$ cat config.mk
export PLATFORM = sky130hd
export DESIGN_NAME = circle_orbit_guidance_unit
export DESIGN_NICKNAME = d
export VERILOG_FILES = /design/src/cog_pkg.sv /design/src/cog_cordic.sv /design/src/cog_arith.sv /design/src/circle_orbit_guidance_unit.sv
export SDC_FILE = /design/constraint.sdc
export NUM_CORES = 2
export LEC_CHECK = 0
export BUFFER_PORTS_ARGS = -buffer_cell sky130_fd_sc_hd__clkbuf_2
export CAP_MARGIN = 0
export CORE_UTILIZATION = 65
export DETAILED_ROUTE_END_ITERATION = 16
export PLACE_DENSITY = 0.92
export SLEW_MARGIN = 20
export SYNTH_ARGS = -nofsm -noshare
export SYNTH_HDL_FRONTEND = slang
export SYNTH_SLANG_ARGS = --single-unit
export TNS_END_PERCENT = 1
$ cat constraint.sdc
create_clock -name clk -period 18.85 [get_ports clk]
set_input_delay 1.885 -clock clk [delete_from_list [all_inputs] [get_ports clk]]
set_output_delay 1.885 -clock clk [all_outputs]
set_load 0.02 [all_outputs]
$ cat src/cog_pkg.sv
// shared constants, types and helpers for the circle orbit guidance block
package cog_pkg;

  localparam int POS_FRAC_BITS = 8;
  localparam int EPS_D2 = ((1 << (2 * POS_FRAC_BITS)) + 5000000) / 10000000;
  localparam logic [33:0] EPS_RAW = (EPS_D2 == 0) ? 34'd1 : 34'(EPS_D2);
  localparam int CORDIC_ITERS = 16;
  localparam logic signed [40:0] PI_HALF_Q16 = 41'sd102944;
  localparam logic signed [14:0] HEAD_MAX = 15'sd12868;
  localparam int SQRT_STEPS = 25;
  localparam int DIV_STEPS = 42;
  localparam int MUL_BITS = 18;

  typedef enum logic [1:0] {
    ST_RUNNING = 2'd0,
    ST_LAPS    = 2'd1,
    ST_TIMEOUT = 2'd2
  } status_t;

  typedef enum logic [2:0] {
    REG_CENTER_X   = 3'd0,
    REG_CENTER_Y   = 3'd1,
    REG_RADIUS     = 3'd2,
    REG_TAN_GAIN   = 3'd3,
    REG_COR_GAIN   = 3'd4,
    REG_TOLERANCE  = 3'd5,
    REG_LAP_TARGET = 3'd6,
    REG_STEP_LIMIT = 3'd7
  } reg_idx_t;

  typedef enum logic [3:0] {
    PH_IDLE, PH_SQRT, PH_DIVX, PH_DIVY, PH_TANX, PH_TANY,
    PH_SQX, PH_SQY, PH_CORX, PH_CORY, PH_DONE
  } phase_t;

  typedef struct packed {
    logic        start;
    logic        busy;
  } unit_ctl_t;

  function automatic logic [17:0] atan_q16(input logic [3:0] i);
    case (i)
      4'd0: atan_q16 = 18'd51472;   4'd1: atan_q16 = 18'd30385;
      4'd2: atan_q16 = 18'd16055;   4'd3: atan_q16 = 18'd8150;
      4'd4: atan_q16 = 18'd4091;    4'd5: atan_q16 = 18'd2047;
      4'd6: atan_q16 = 18'd1024;    4'd7: atan_q16 = 18'd512;
      4'd8: atan_q16 = 18'd256;     4'd9: atan_q16 = 18'd128;
      4'd10: atan_q16 = 18'd64;     4'd11: atan_q16 = 18'd32;
      4'd12: atan_q16 = 18'd16;     4'd13: atan_q16 = 18'd8;
      4'd14: atan_q16 = 18'd4;      4'd15: atan_q16 = 18'd2;
      default: atan_q16 = 18'd0;
    endcase
  endfunction

endpackage

$ cat src/cog_cordic.sv
// iterative cordic vectoring unit for the heading, one iteration a cycle
module cog_cordic (
  input  logic               clk,
  input  logic               rst_n,
  input  cog_pkg::unit_ctl_t ctl,
  input  logic signed [16:0] ya,
  input  logic signed [16:0] xa,
  output logic               done,
  output logic signed [14:0] heading
);
  logic signed [40:0] x_r, x_nxt, y_r, y_nxt, z_r, z_nxt;
  logic [3:0]  it_r, it_nxt;
  logic        run_r, run_nxt, zero_r, zero_nxt;
  logic signed [40:0] xs, ys, xa_w, ya_w, zr;
  logic [40:0] zm;

  assign xa_w = 41'(xa) <<< 20;
  assign ya_w = 41'(ya) <<< 20;
  assign xs = x_r >>> it_r;
  assign ys = y_r >>> it_r;

  always_comb begin
    x_nxt = x_r; y_nxt = y_r; z_nxt = z_r;
    it_nxt = it_r; run_nxt = run_r; zero_nxt = zero_r;
    if (ctl.start) begin
      zero_nxt = (xa == 0) && (ya == 0);
      it_nxt = '0;
      run_nxt = 1'b1;
      if (xa_w < 0) begin
        if (ya_w >= 0) begin
          x_nxt = ya_w; y_nxt = -xa_w; z_nxt = cog_pkg::PI_HALF_Q16;
        end else begin
          x_nxt = -ya_w; y_nxt = xa_w; z_nxt = -cog_pkg::PI_HALF_Q16;
        end
      end else begin
        x_nxt = xa_w; y_nxt = ya_w; z_nxt = '0;
      end
    end else if (run_r) begin
      if (y_r > 0) begin
        x_nxt = x_r + ys; y_nxt = y_r - xs;
        z_nxt = z_r + 41'(cog_pkg::atan_q16(it_r));
      end else begin
        x_nxt = x_r - ys; y_nxt = y_r + xs;
        z_nxt = z_r - 41'(cog_pkg::atan_q16(it_r));
      end
      it_nxt = it_r + 4'd1;
      if (it_r == 4'(cog_pkg::CORDIC_ITERS - 1)) run_nxt = 1'b0;
    end
  end

  always_ff @(posedge clk) begin
    x_r <= x_nxt; y_r <= y_nxt; z_r <= z_nxt; it_r <= it_nxt; zero_r <= zero_nxt;
    if (!rst_n) run_r <= 1'b0;
    else run_r <= run_nxt;
  end

  assign done = !run_r;
  always_comb begin
    zm = z_r[40] ? 41'(-z_r) : 41'(z_r);
    zm = (zm + 41'd8) >> 4;
    zr = z_r[40] ? -$signed(zm) : $signed(zm);
    if (zero_r) heading = '0;
    else if (zr > 41'(cog_pkg::HEAD_MAX)) heading = cog_pkg::HEAD_MAX;
    else if (zr < -41'(cog_pkg::HEAD_MAX)) heading = -cog_pkg::HEAD_MAX;
    else heading = 15'(zr);
  end
endmodule

$ cat src/cog_arith.sv
// velocity datapath: bit-serial square root, restoring divider and shift-add multiplier
module cog_arith (
  input  logic               clk,
  input  logic               rst_n,
  input  cog_pkg::unit_ctl_t ctl,
  input  logic signed [16:0] ex,
  input  logic signed [16:0] ey,
  input  logic [14:0]        radius,
  input  logic [11:0]        v0,
  input  logic [11:0]        v1,
  output logic               done,
  output logic signed [15:0] vel_x,
  output logic signed [15:0] vel_y
);
  cog_pkg::phase_t ph_r, ph_nxt;
  logic signed [16:0] ex_r, ey_r;
  logic [33:0] d2_r;
  logic [27:0] rem_r;      // sqrt remainder
  logic [25:0] root_r;
  logic [5:0]  cnt_r;
  logic [25:0] dq_r;
  logic [41:0] num_r;
  logic [25:0] drem_r;
  logic [41:0] quo_r;
  logic signed [17:0] rx_r, ry_r;
  logic signed [34:0] seq_r;
  logic [52:0] macc_r;     // product accumulator
  logic [52:0] mcand_r;
  logic [34:0] mplier_r;
  logic        mneg_r;
  logic signed [37:0] tx_r, ty_r, cx_r, cy_r, sq_r;
  logic [33:0] d2_w;
  logic [15:0] ex_m, ey_m;
  logic [33:0] ex2, ey2;
  logic [26:0] trial_rem;
  logic [27:0] trial_sub;
  logic signed [18:0] ratv;
  logic signed [38:0] vxs, vys;
  logic [26:0] dsub;
  logic [52:0] mstep;

  // ex^2 and ey^2 from the 16-bit magnitudes; one narrow multiplier each
  assign ex_m = 16'(ex[16] ? -ex : ex);
  assign ey_m = 16'(ey[16] ? -ey : ey);
  assign ex2 = 34'({16'd0, ex_m} * {16'd0, ex_m});
  assign ey2 = 34'({16'd0, ey_m} * {16'd0, ey_m});

  function automatic logic signed [37:0] rnd_shift(input logic [52:0] m, input logic neg,
                                                   input int s);
    logic [52:0] t;
    t = (m + (53'd1 << (s - 1))) >> s;
    rnd_shift = neg ? -$signed(38'(t)) : $signed(38'(t));
  endfunction

  always_ff @(posedge clk) begin
    if (!rst_n) ph_r <= cog_pkg::PH_IDLE;
    else ph_r <= ph_nxt;
  end

  always_comb begin
    ph_nxt = ph_r;
    case (ph_r)
      cog_pkg::PH_IDLE: if (ctl.start) ph_nxt = cog_pkg::PH_SQRT;
      cog_pkg::PH_SQRT: if (cnt_r == 6'(cog_pkg::SQRT_STEPS)) ph_nxt = cog_pkg::PH_DIVX;
      cog_pkg::PH_DIVX: if (cnt_r == 6'(cog_pkg::DIV_STEPS)) ph_nxt = cog_pkg::PH_DIVY;
      cog_pkg::PH_DIVY: if (cnt_r == 6'(cog_pkg::DIV_STEPS)) ph_nxt = cog_pkg::PH_TANX;
      cog_pkg::PH_TANX: if (cnt_r == 6'(cog_pkg::MUL_BITS)) ph_nxt = cog_pkg::PH_TANY;
      cog_pkg::PH_TANY: if (cnt_r == 6'(cog_pkg::MUL_BITS)) ph_nxt = cog_pkg::PH_SQX;
      cog_pkg::PH_SQX:  if (cnt_r == 6'(cog_pkg::MUL_BITS)) ph_nxt = cog_pkg::PH_SQY;
      cog_pkg::PH_SQY:  if (cnt_r == 6'(cog_pkg::MUL_BITS)) ph_nxt = cog_pkg::PH_CORX;
      cog_pkg::PH_CORX: if (cnt_r == 6'(cog_pkg::MUL_BITS)) ph_nxt = cog_pkg::PH_CORY;
      cog_pkg::PH_CORY: if (cnt_r == 6'(cog_pkg::MUL_BITS)) ph_nxt = cog_pkg::PH_DONE;
      cog_pkg::PH_DONE: ph_nxt = cog_pkg::PH_IDLE;
      default: ph_nxt = cog_pkg::PH_IDLE;
    endcase
  end

  assign d2_w = ((ex2 + ey2) < cog_pkg::EPS_RAW) ? cog_pkg::EPS_RAW : (ex2 + ey2);
  assign trial_sub = {rem_r[25:0], d2_r[33:32]} - {root_r, 2'b01};
  assign trial_rem = {drem_r, num_r[41]};
  assign dsub = trial_rem - {1'b0, dq_r};
  assign mstep = mplier_r[0] ? macc_r + mcand_r : macc_r;
  assign ratv = (quo_r > 42'd65536) ? 19'sd65536 : $signed(19'(quo_r));

  always_ff @(posedge clk) begin
    case (ph_r)
      cog_pkg::PH_IDLE: begin
        cnt_r <= '0;
        if (ctl.start) begin
          ex_r <= ex;
          ey_r <= ey;
          d2_r <= d2_w;
          rem_r <= '0;
          root_r <= '0;
          seq_r <= 35'(d2_w) - 35'({15'd0, radius} * {15'd0, radius});
        end
      end
      cog_pkg::PH_SQRT: begin
        // radicand d2<<16 is 50 bits, processed two bits a cycle from d2_r's top
        if (cnt_r != 6'(cog_pkg::SQRT_STEPS)) begin
          if (!trial_sub[27]) begin
            rem_r <= trial_sub;
            root_r <= {root_r[24:0], 1'b1};
          end else begin
            rem_r <= {rem_r[25:0], d2_r[33:32]};
            root_r <= {root_r[24:0], 1'b0};
          end
          d2_r <= {d2_r[31:0], 2'b00};
          cnt_r <= cnt_r + 6'd1;
        end else begin
          dq_r <= root_r;
          num_r <= {1'b0, 17'(ex_r[16] ? -ex_r : ex_r), 24'b0} + 42'({1'b0, root_r} >> 1);
          drem_r <= '0; quo_r <= '0; cnt_r <= '0;
        end
      end
      cog_pkg::PH_DIVX, cog_pkg::PH_DIVY: begin
        if (cnt_r != 6'(cog_pkg::DIV_STEPS)) begin
          if (!dsub[26]) begin
            drem_r <= dsub[25:0]; quo_r <= {quo_r[40:0], 1'b1};
          end else begin
            drem_r <= trial_rem[25:0]; quo_r <= {quo_r[40:0], 1'b0};
          end
          num_r <= {num_r[40:0], 1'b0};
          cnt_r <= cnt_r + 6'd1;
        end else begin
          if (ph_r == cog_pkg::PH_DIVX) begin
            rx_r <= ex_r[16] ? 18'(-ratv) : 18'(ratv);
            num_r <= {1'b0, 17'(ey_r[16] ? -ey_r : ey_r), 24'b0} + 42'({1'b0, dq_r} >> 1);
          end else begin
            ry_r <= ey_r[16] ? 18'(-ratv) : 18'(ratv);
            macc_r <= '0; mcand_r <= 53'(v0);
            mplier_r <= 35'(rx_r[17] ? -rx_r : rx_r); mneg_r <= rx_r[17];
          end
          drem_r <= '0; quo_r <= '0; cnt_r <= '0;
        end
      end
      default: begin
        if (ph_r != cog_pkg::PH_DONE && cnt_r != 6'(cog_pkg::MUL_BITS)) begin
          macc_r <= mstep;
          mcand_r <= {mcand_r[51:0], 1'b0};
          mplier_r <= {1'b0, mplier_r[34:1]};
          cnt_r <= cnt_r + 6'd1;
        end else if (ph_r != cog_pkg::PH_DONE) begin
          cnt_r <= '0; macc_r <= '0;
          case (ph_r)
            cog_pkg::PH_TANX: begin
              tx_r <= rnd_shift(macc_r, mneg_r, 16);
              mcand_r <= 53'(v0);
              mplier_r <= 35'(ry_r[17] ? -ry_r : ry_r); mneg_r <= ry_r[17];
            end
            cog_pkg::PH_TANY: begin
              ty_r <= rnd_shift(macc_r, mneg_r, 16);
              mcand_r <= 53'(seq_r[34] ? -seq_r : seq_r);
              mplier_r <= 35'(rx_r[17] ? -rx_r : rx_r);
              mneg_r <= seq_r[34] ^ rx_r[17];
            end
            cog_pkg::PH_SQX: begin
              sq_r <= rnd_shift(macc_r, mneg_r, 16);
              mcand_r <= 53'(seq_r[34] ? -seq_r : seq_r);
              mplier_r <= 35'(ry_r[17] ? -ry_r : ry_r);
              mneg_r <= seq_r[34] ^ ry_r[17];
            end
            cog_pkg::PH_SQY: begin
              cy_r <= rnd_shift(macc_r, mneg_r, 16);
              mcand_r <= 53'(sq_r[37] ? -sq_r : sq_r);
              mplier_r <= 35'(v1); mneg_r <= sq_r[37];
            end
            cog_pkg::PH_CORX: begin
              cx_r <= rnd_shift(macc_r, mneg_r, 2 * cog_pkg::POS_FRAC_BITS);
              mcand_r <= 53'(cy_r[37] ? -cy_r : cy_r);
              mplier_r <= 35'(v1); mneg_r <= cy_r[37];
            end
            default: begin
              cy_r <= rnd_shift(macc_r, mneg_r, 2 * cog_pkg::POS_FRAC_BITS);
            end
          endcase
        end
      end
    endcase
  end

  assign vxs = 39'(ty_r) - 39'(cx_r);
  assign vys = -39'(tx_r) - 39'(cy_r);
  assign vel_x = (vxs > 39'sd32767) ? 16'sh7fff : (vxs < -39'sd32768) ? 16'sh8000 : 16'(vxs);
  assign vel_y = (vys > 39'sd32767) ? 16'sh7fff : (vys < -39'sd32768) ? 16'sh8000 : 16'(vys);
  assign done = (ph_r == cog_pkg::PH_IDLE);
endmodule

$ cat src/circle_orbit_guidance_unit.sv
// top level of the circle orbit guidance block
// circle orbit guidance: one position transaction in, one command transaction out
// - in_tdata: pos_x [15:0], pos_y [31:16]
// - out_tdata: vel_x, vel_y, heading, laps_done, status packed from bit 0
// - cfg channel writes register cfg_index with cfg_data; the user must do so only
//   while the block is idle, and the block itself does not enforce it
// the result comes from the sequencer: a 25-step bit-serial square root, two 42-step
// restoring divisions, six 18-bit shift-add multiplies, a done state and the result
// register; the 16-iteration cordic runs beside it
// lap and timeout logic is evaluated in the cycle of acceptance
// in_tready is high only when no item is in work and the output register is free
// reset (rst_n low, synchronous) restores register defaults and clears the task
// a stalled receiver holds out_tvalid and out_tdata until taken
module circle_orbit_guidance_unit (
  input  logic        clk,
  input  logic        rst_n,
  input  logic        in_tvalid,
  output logic        in_tready,
  input  logic [31:0] in_tdata,   // pos_x, pos_y
  output logic        out_tvalid,
  input  logic        out_tready,
  output logic [63:0] out_tdata,  // vel_x, vel_y, heading, laps_done, status
  input  logic        cfg_valid,
  output logic        cfg_ready,
  input  logic [2:0]  cfg_index,
  input  logic [15:0] cfg_data
);
  logic signed [15:0] cx_r, cy_r;
  logic [14:0] rad_r, tol_r;
  logic [11:0] v0_r, v1_r;
  logic [7:0]  lt_r, lap_r, laps_r;
  logic [15:0] sl_r, stp_r;
  logic        lip_r, busy_r, ov_r;
  cog_pkg::status_t st_r;
  logic signed [15:0] vx_r, vy_r;
  logic signed [14:0] hd_r;
  cog_pkg::unit_ctl_t ctl;
  logic signed [16:0] ex, ey;
  logic a_done, c_done;
  logic signed [15:0] a_vx, a_vy;
  logic signed [14:0] c_hd;
  logic acc;
  logic [16:0] ox, oy;
  logic signed [17:0] oxs;
  logic [15:0] tol2;
  logic [15:0] stp_n;
  logic [7:0]  lap_n;
  logic lip_n, run;
  cog_pkg::status_t st_n;

  assign in_tready = !busy_r && !ov_r;
  assign acc = in_tvalid && in_tready;
  assign cfg_ready = 1'b1;
  assign ex = 17'($signed(in_tdata[15:0])) - 17'(cx_r);
  assign ey = 17'($signed(in_tdata[31:16])) - 17'(cy_r);
  assign ctl = '{start: acc, busy: busy_r};

  cog_arith u_arith (.clk, .rst_n, .ctl, .ex, .ey, .radius(rad_r), .v0(v0_r), .v1(v1_r),
                     .done(a_done), .vel_x(a_vx), .vel_y(a_vy));
  cog_cordic u_cordic (.clk, .rst_n, .ctl, .ya(-ex), .xa(ey), .done(c_done), .heading(c_hd));

  // lap logic
  assign oxs = 18'($signed(in_tdata[15:0])) - (18'(cx_r) - 18'({1'b0, rad_r}));
  assign ox = oxs[17] ? 17'(-oxs) : 17'(oxs);
  assign oy = ey[16] ? 17'(-ey) : 17'(ey);
  assign tol2 = {tol_r, 1'b0};
  always_comb begin
    run = (lap_r < lt_r) && (stp_r < sl_r);
    stp_n = stp_r; lap_n = lap_r; lip_n = lip_r;
    if (run) begin
      stp_n = stp_r + 16'd1;
      if (lip_r && ox < 17'(tol_r) && oy < 17'(tol_r)) begin
        if (lap_r != 8'd255) lap_n = lap_r + 8'd1;
        lip_n = 1'b0;
      end
      if (!lip_n && ox > 17'(tol2) && oy > 17'(tol2)) lip_n = 1'b1;
      if (lap_n >= lt_r) st_n = cog_pkg::ST_LAPS;
      else if (stp_n >= sl_r) st_n = cog_pkg::ST_TIMEOUT;
      else st_n = cog_pkg::ST_RUNNING;
    end else begin
      st_n = (lap_r >= lt_r) ? cog_pkg::ST_LAPS : cog_pkg::ST_TIMEOUT;
    end
  end

  always_ff @(posedge clk) begin
    if (!rst_n) begin
      cx_r <= '0; cy_r <= '0; rad_r <= 15'd256; v0_r <= 12'd256; v1_r <= 12'd64;
      tol_r <= 15'd77; lt_r <= 8'd1; sl_r <= 16'd600;
      lap_r <= '0; lip_r <= 1'b0; stp_r <= '0; busy_r <= 1'b0; ov_r <= 1'b0;
    end else begin
      if (cfg_valid) begin
        case (cog_pkg::reg_idx_t'(cfg_index))
          cog_pkg::REG_CENTER_X:   cx_r <= cfg_data;
          cog_pkg::REG_CENTER_Y:   cy_r <= cfg_data;
          cog_pkg::REG_RADIUS:     rad_r <= cfg_data[14:0];
          cog_pkg::REG_TAN_GAIN:   v0_r <= cfg_data[11:0];
          cog_pkg::REG_COR_GAIN:   v1_r <= cfg_data[11:0];
          cog_pkg::REG_TOLERANCE:  tol_r <= cfg_data[14:0];
          cog_pkg::REG_LAP_TARGET: lt_r <= cfg_data[7:0];
          cog_pkg::REG_STEP_LIMIT: sl_r <= cfg_data;
          default: ;
        endcase
      end
      if (acc) begin
        busy_r <= 1'b1;
        laps_r <= lap_n;
        st_r <= st_n;
        if (st_n != cog_pkg::ST_RUNNING) begin
          lap_r <= '0; lip_r <= 1'b0; stp_r <= '0;
        end else begin
          lap_r <= lap_n; lip_r <= lip_n; stp_r <= stp_n;
        end
      end else if (busy_r && a_done && c_done) begin
        busy_r <= 1'b0; ov_r <= 1'b1;
        vx_r <= a_vx; vy_r <= a_vy; hd_r <= c_hd;
      end else if (ov_r && out_tready) begin
        ov_r <= 1'b0;
      end
    end
  end

  assign out_tvalid = ov_r;
  assign out_tdata = {7'b0, st_r, laps_r, hd_r, vy_r, vx_r};
endmodule

==> flow_summary.json <==
{
  "grt_max_degree": 107,
  "nFillCells": 11000,
  "clkSinkCount": 1008,
  "drt_wl_total_um": 292000,
  "ys_types": 120,
  "setup_viol": 0,
  "ys_seq_elements": 1008,
  "path_clk_slew_ns": 0.06,
  "clk_path_buf_depth": 3,
  "cts_tree": "built",
  "r2r_start": "cx_r[0]",
  "hold_violations": 0,
  "worstSetupStartpointType": "primary input",
  "met2WireLength_um": 130000,
  "syn_area_per_cell_um2": 9.11,
  "syn_area_um2": 99200,
  "drc": 0,
  "slew-limit-headroom": 0.180,
  "start_util": 0.658,
  "final.setup.worst_slack_ns": 1.28,
  "worstPathArrival_ns": 18.05,
  "antenna_found_initial": 18,
  "die_area_um2": 154000,
  "final_layout_size_suffix_gt1_frac": 0.0607,
  "async_reset_ff_frac": 0,
  "period_needed_ns": 17.57,
  "area_delta_synth_final_pct": 6.48,
  "worstSetupStartpoint": "in_tdata[0]",
  "setup_tns_ns": 0,
  "status": "completed",
  "slowest_delay_ns": 0.58,
  "postLayoutCoreUtil": 0.701,
  "overflow": 0,
  "routed.top_layer": "met5",
  "worstSetupPathType": "in -> reg",
  "track_usage": 0.375,
  "cts_inserted_buffers": 107,
  "mostFrequentLayoutCells": "1,342 x inv_1, 1,202 x nand2_1, 846 x edfxtp_1",
  "final_nets": 12300,
  "die_x_um": 393,
  "hp-start": "u_arith.root_r[0]",
  "yosysSeqAreaShare": 0.289,
  "grt_pass1_vias": 82600,
  "cp_max_fo": 9,
  "met1_length_um": 111000,
  "finalCritPeriodShare": 0.932,
  "first_pass_iters": 12,
  "rsz0062_at_grt": "no",
  "maxCapViolations": 0,
  "num_rows": 142,
  "drt-initial-drc-count": 10600,
  "syn_inst": 10900,
  "regArea_um2": 28700,
  "path_common_cell": "fa_1",
  "wl_per_cell_um": 22.5,
  "routed_via_density": 6.46,
  "synth_ff_type": "edfxtp_1",
  "tightest_slew_ns": 1.22,
  "port_buffers": 114,
  "cts_setup_buffers": 0,
  "drtAntennaViolNets": 0,
  "gp_congestion": 0.990,
  "critPathCaptureType": "flop",
  "synth-edff-count": 846,
  "place_ws_ns": 0.579,
  "cp_slowest_cell": "fa_1",
  "grt_first_pass_wirelength_um": 453000,
  "wl_met3_um": 34200,
  "top_level_ports": 123,
  "hold_class": "reg -> reg",
  "multi_input_area_um2": 64100,
  "coreArea_um2": 151000,
  "htreeDepth": 3,
  "via_count": 83700,
  "max_freq_mhz": 56.9,
  "drv_slew": 0,
  "worst_clock_skew_ns": 0.0459,
  "hpwl_um": 223000,
  "clockRootBuffer": "clkbuf_16",
  "required_ns": 19.34,
  "die_y_um": 393,
  "synth_warnings": 0,
  "ctsHoldBuffers": 0,
  "insertion_delay_ns": 0.79,
  "layout_commonest_cell": "inv_1"
}
layout make-up:
type,count,area share
Clock inverter,53,0.00525
Multi-Input combinational cell,8131,0.607
Clock buffer,150,0.0294
Timing Repair Buffer,232,0.0144
Sequential cell,1008,0.271
Inverter,1363,0.0485
Tap cell,2016,0.0239
Antenna cell,9,0.000213
what timing repair did:
item                                    CTS  global route
endpoints found under the setup margin    0             1
gates resized for setup                   0             1
endpoints found under the hold margin     0             0
flip-flops by register name, indices dropped and copies added, names as in the netlist, 34 cells and up, named ones only:
name,count
u_arith.cx_r,38
u_arith.seq_r,35
u_arith.mplier_r,35
u_cordic.z_r,41
u_arith.sq_r,38
u_arith.mcand_r,53
u_cordic.x_r,41
u_arith.d2_r,34
u_arith.tx_r,38
u_arith.ty_r,38
u_arith.macc_r,53
u_arith.quo_r,42
u_arith.cy_r,38
u_cordic.y_r,41
u_arith.num_r,42
layer usage:
metal / track usage / vias to the layer above
met1: 0.492 / 40100
met3: 0.0814 / 957
met4: 0.195 / 18
met5: 0 / -
met2: 0.583 / 5065
li1: - / 37600
critical path, delay by kind of cell:
kind	cells	cell delay, ns
adders and majority gates	13	5.57
AOI/OAI and AO/OA	24	5.25
and+or+nand+nor	12	3.44
xor gates and xnor gates	4	1.02
buffers and inverters	10	0.83
cell families (layout without fill, tap and decap cells):
family / Yosys count / count (layout) / synth area share
fa+ha+maj: 1426 / 1426 / 0.225
simple gates: 3370 / 3370 / 0.160
compound gates: 2168 / 2168 / 0.144
buf+inv: 1757 / 1798 / 0.0675
xor+xnor: 918 / 918 / 0.0814
other cells: 2 / 18 / 0.0000757
flops: 1008 / 1008 / 0.289
mux: 240 / 240 / 0.0331
metrics by stage:
stage / instance area [um2] / hold WS [ns] / instances
2_1_floorplan: 99200 / 0.426 / 10900
3_3_place_gp: 102000 / 0.430 / 12700
3_5_place_dp: 102000 / 0.452 / 12700
4_1_cts: 105000 / 0.466 / 13000
5_1_grt: 106000 / 0.481 / 13000
6_report: 106000 / 0.465 / 13000
synth_stat cells, types with 48 or more instances:
cell | number | area (um2)
o21ai_0 | 476 | 2380
dfxtp_1 | 162 | 3240
edfxtp_1 | 846 | 25400
o41ai_1 | 50 | 438
mux2i_1 | 146 | 1460
a21o_1 | 183 | 1370
clkbuf_1 | 314 | 1180
inv_1 | 1343 | 5040
and3_1 | 149 | 932
fa_1 | 594 | 11900
mux4_2 | 68 | 1530
a211oi_1 | 59 | 443
xnor2_1 | 545 | 4770
xor2_1 | 371 | 3250
nand4_1 | 74 | 463
nor2_1 | 840 | 3150
nor3_1 | 200 | 1000
a21boi_0 | 121 | 908
ha_1 | 832 | 10400
nand3_1 | 202 | 1010
or4_1 | 48 | 360
o21a_1 | 105 | 788
o31ai_1 | 107 | 803
or3_1 | 80 | 500
a31oi_1 | 107 | 669
nor4_1 | 65 | 407
and2_1 | 101 | 632
nand2b_1 | 109 | 682
nor2b_1 | 108 | 676
or2_2 | 51 | 319
a21oi_1 | 500 | 2500
nand2_1 | 1205 | 4520
final timing paths:
check / end / cells past startpoint / slack (ns)
max: u_arith.seq_r[32] / 63 / 1.28
min: u_arith.dq_r[0] / 0 / 0.47
max reg2reg: u_arith.seq_r[32] / 61 / 1.96
min reg2reg: u_arith.dq_r[0] / 0 / 0.47
Power is left out: the tool's default activity adds up to more than one toggle a clock period on the data nets, which glitch-free logic cannot reach.
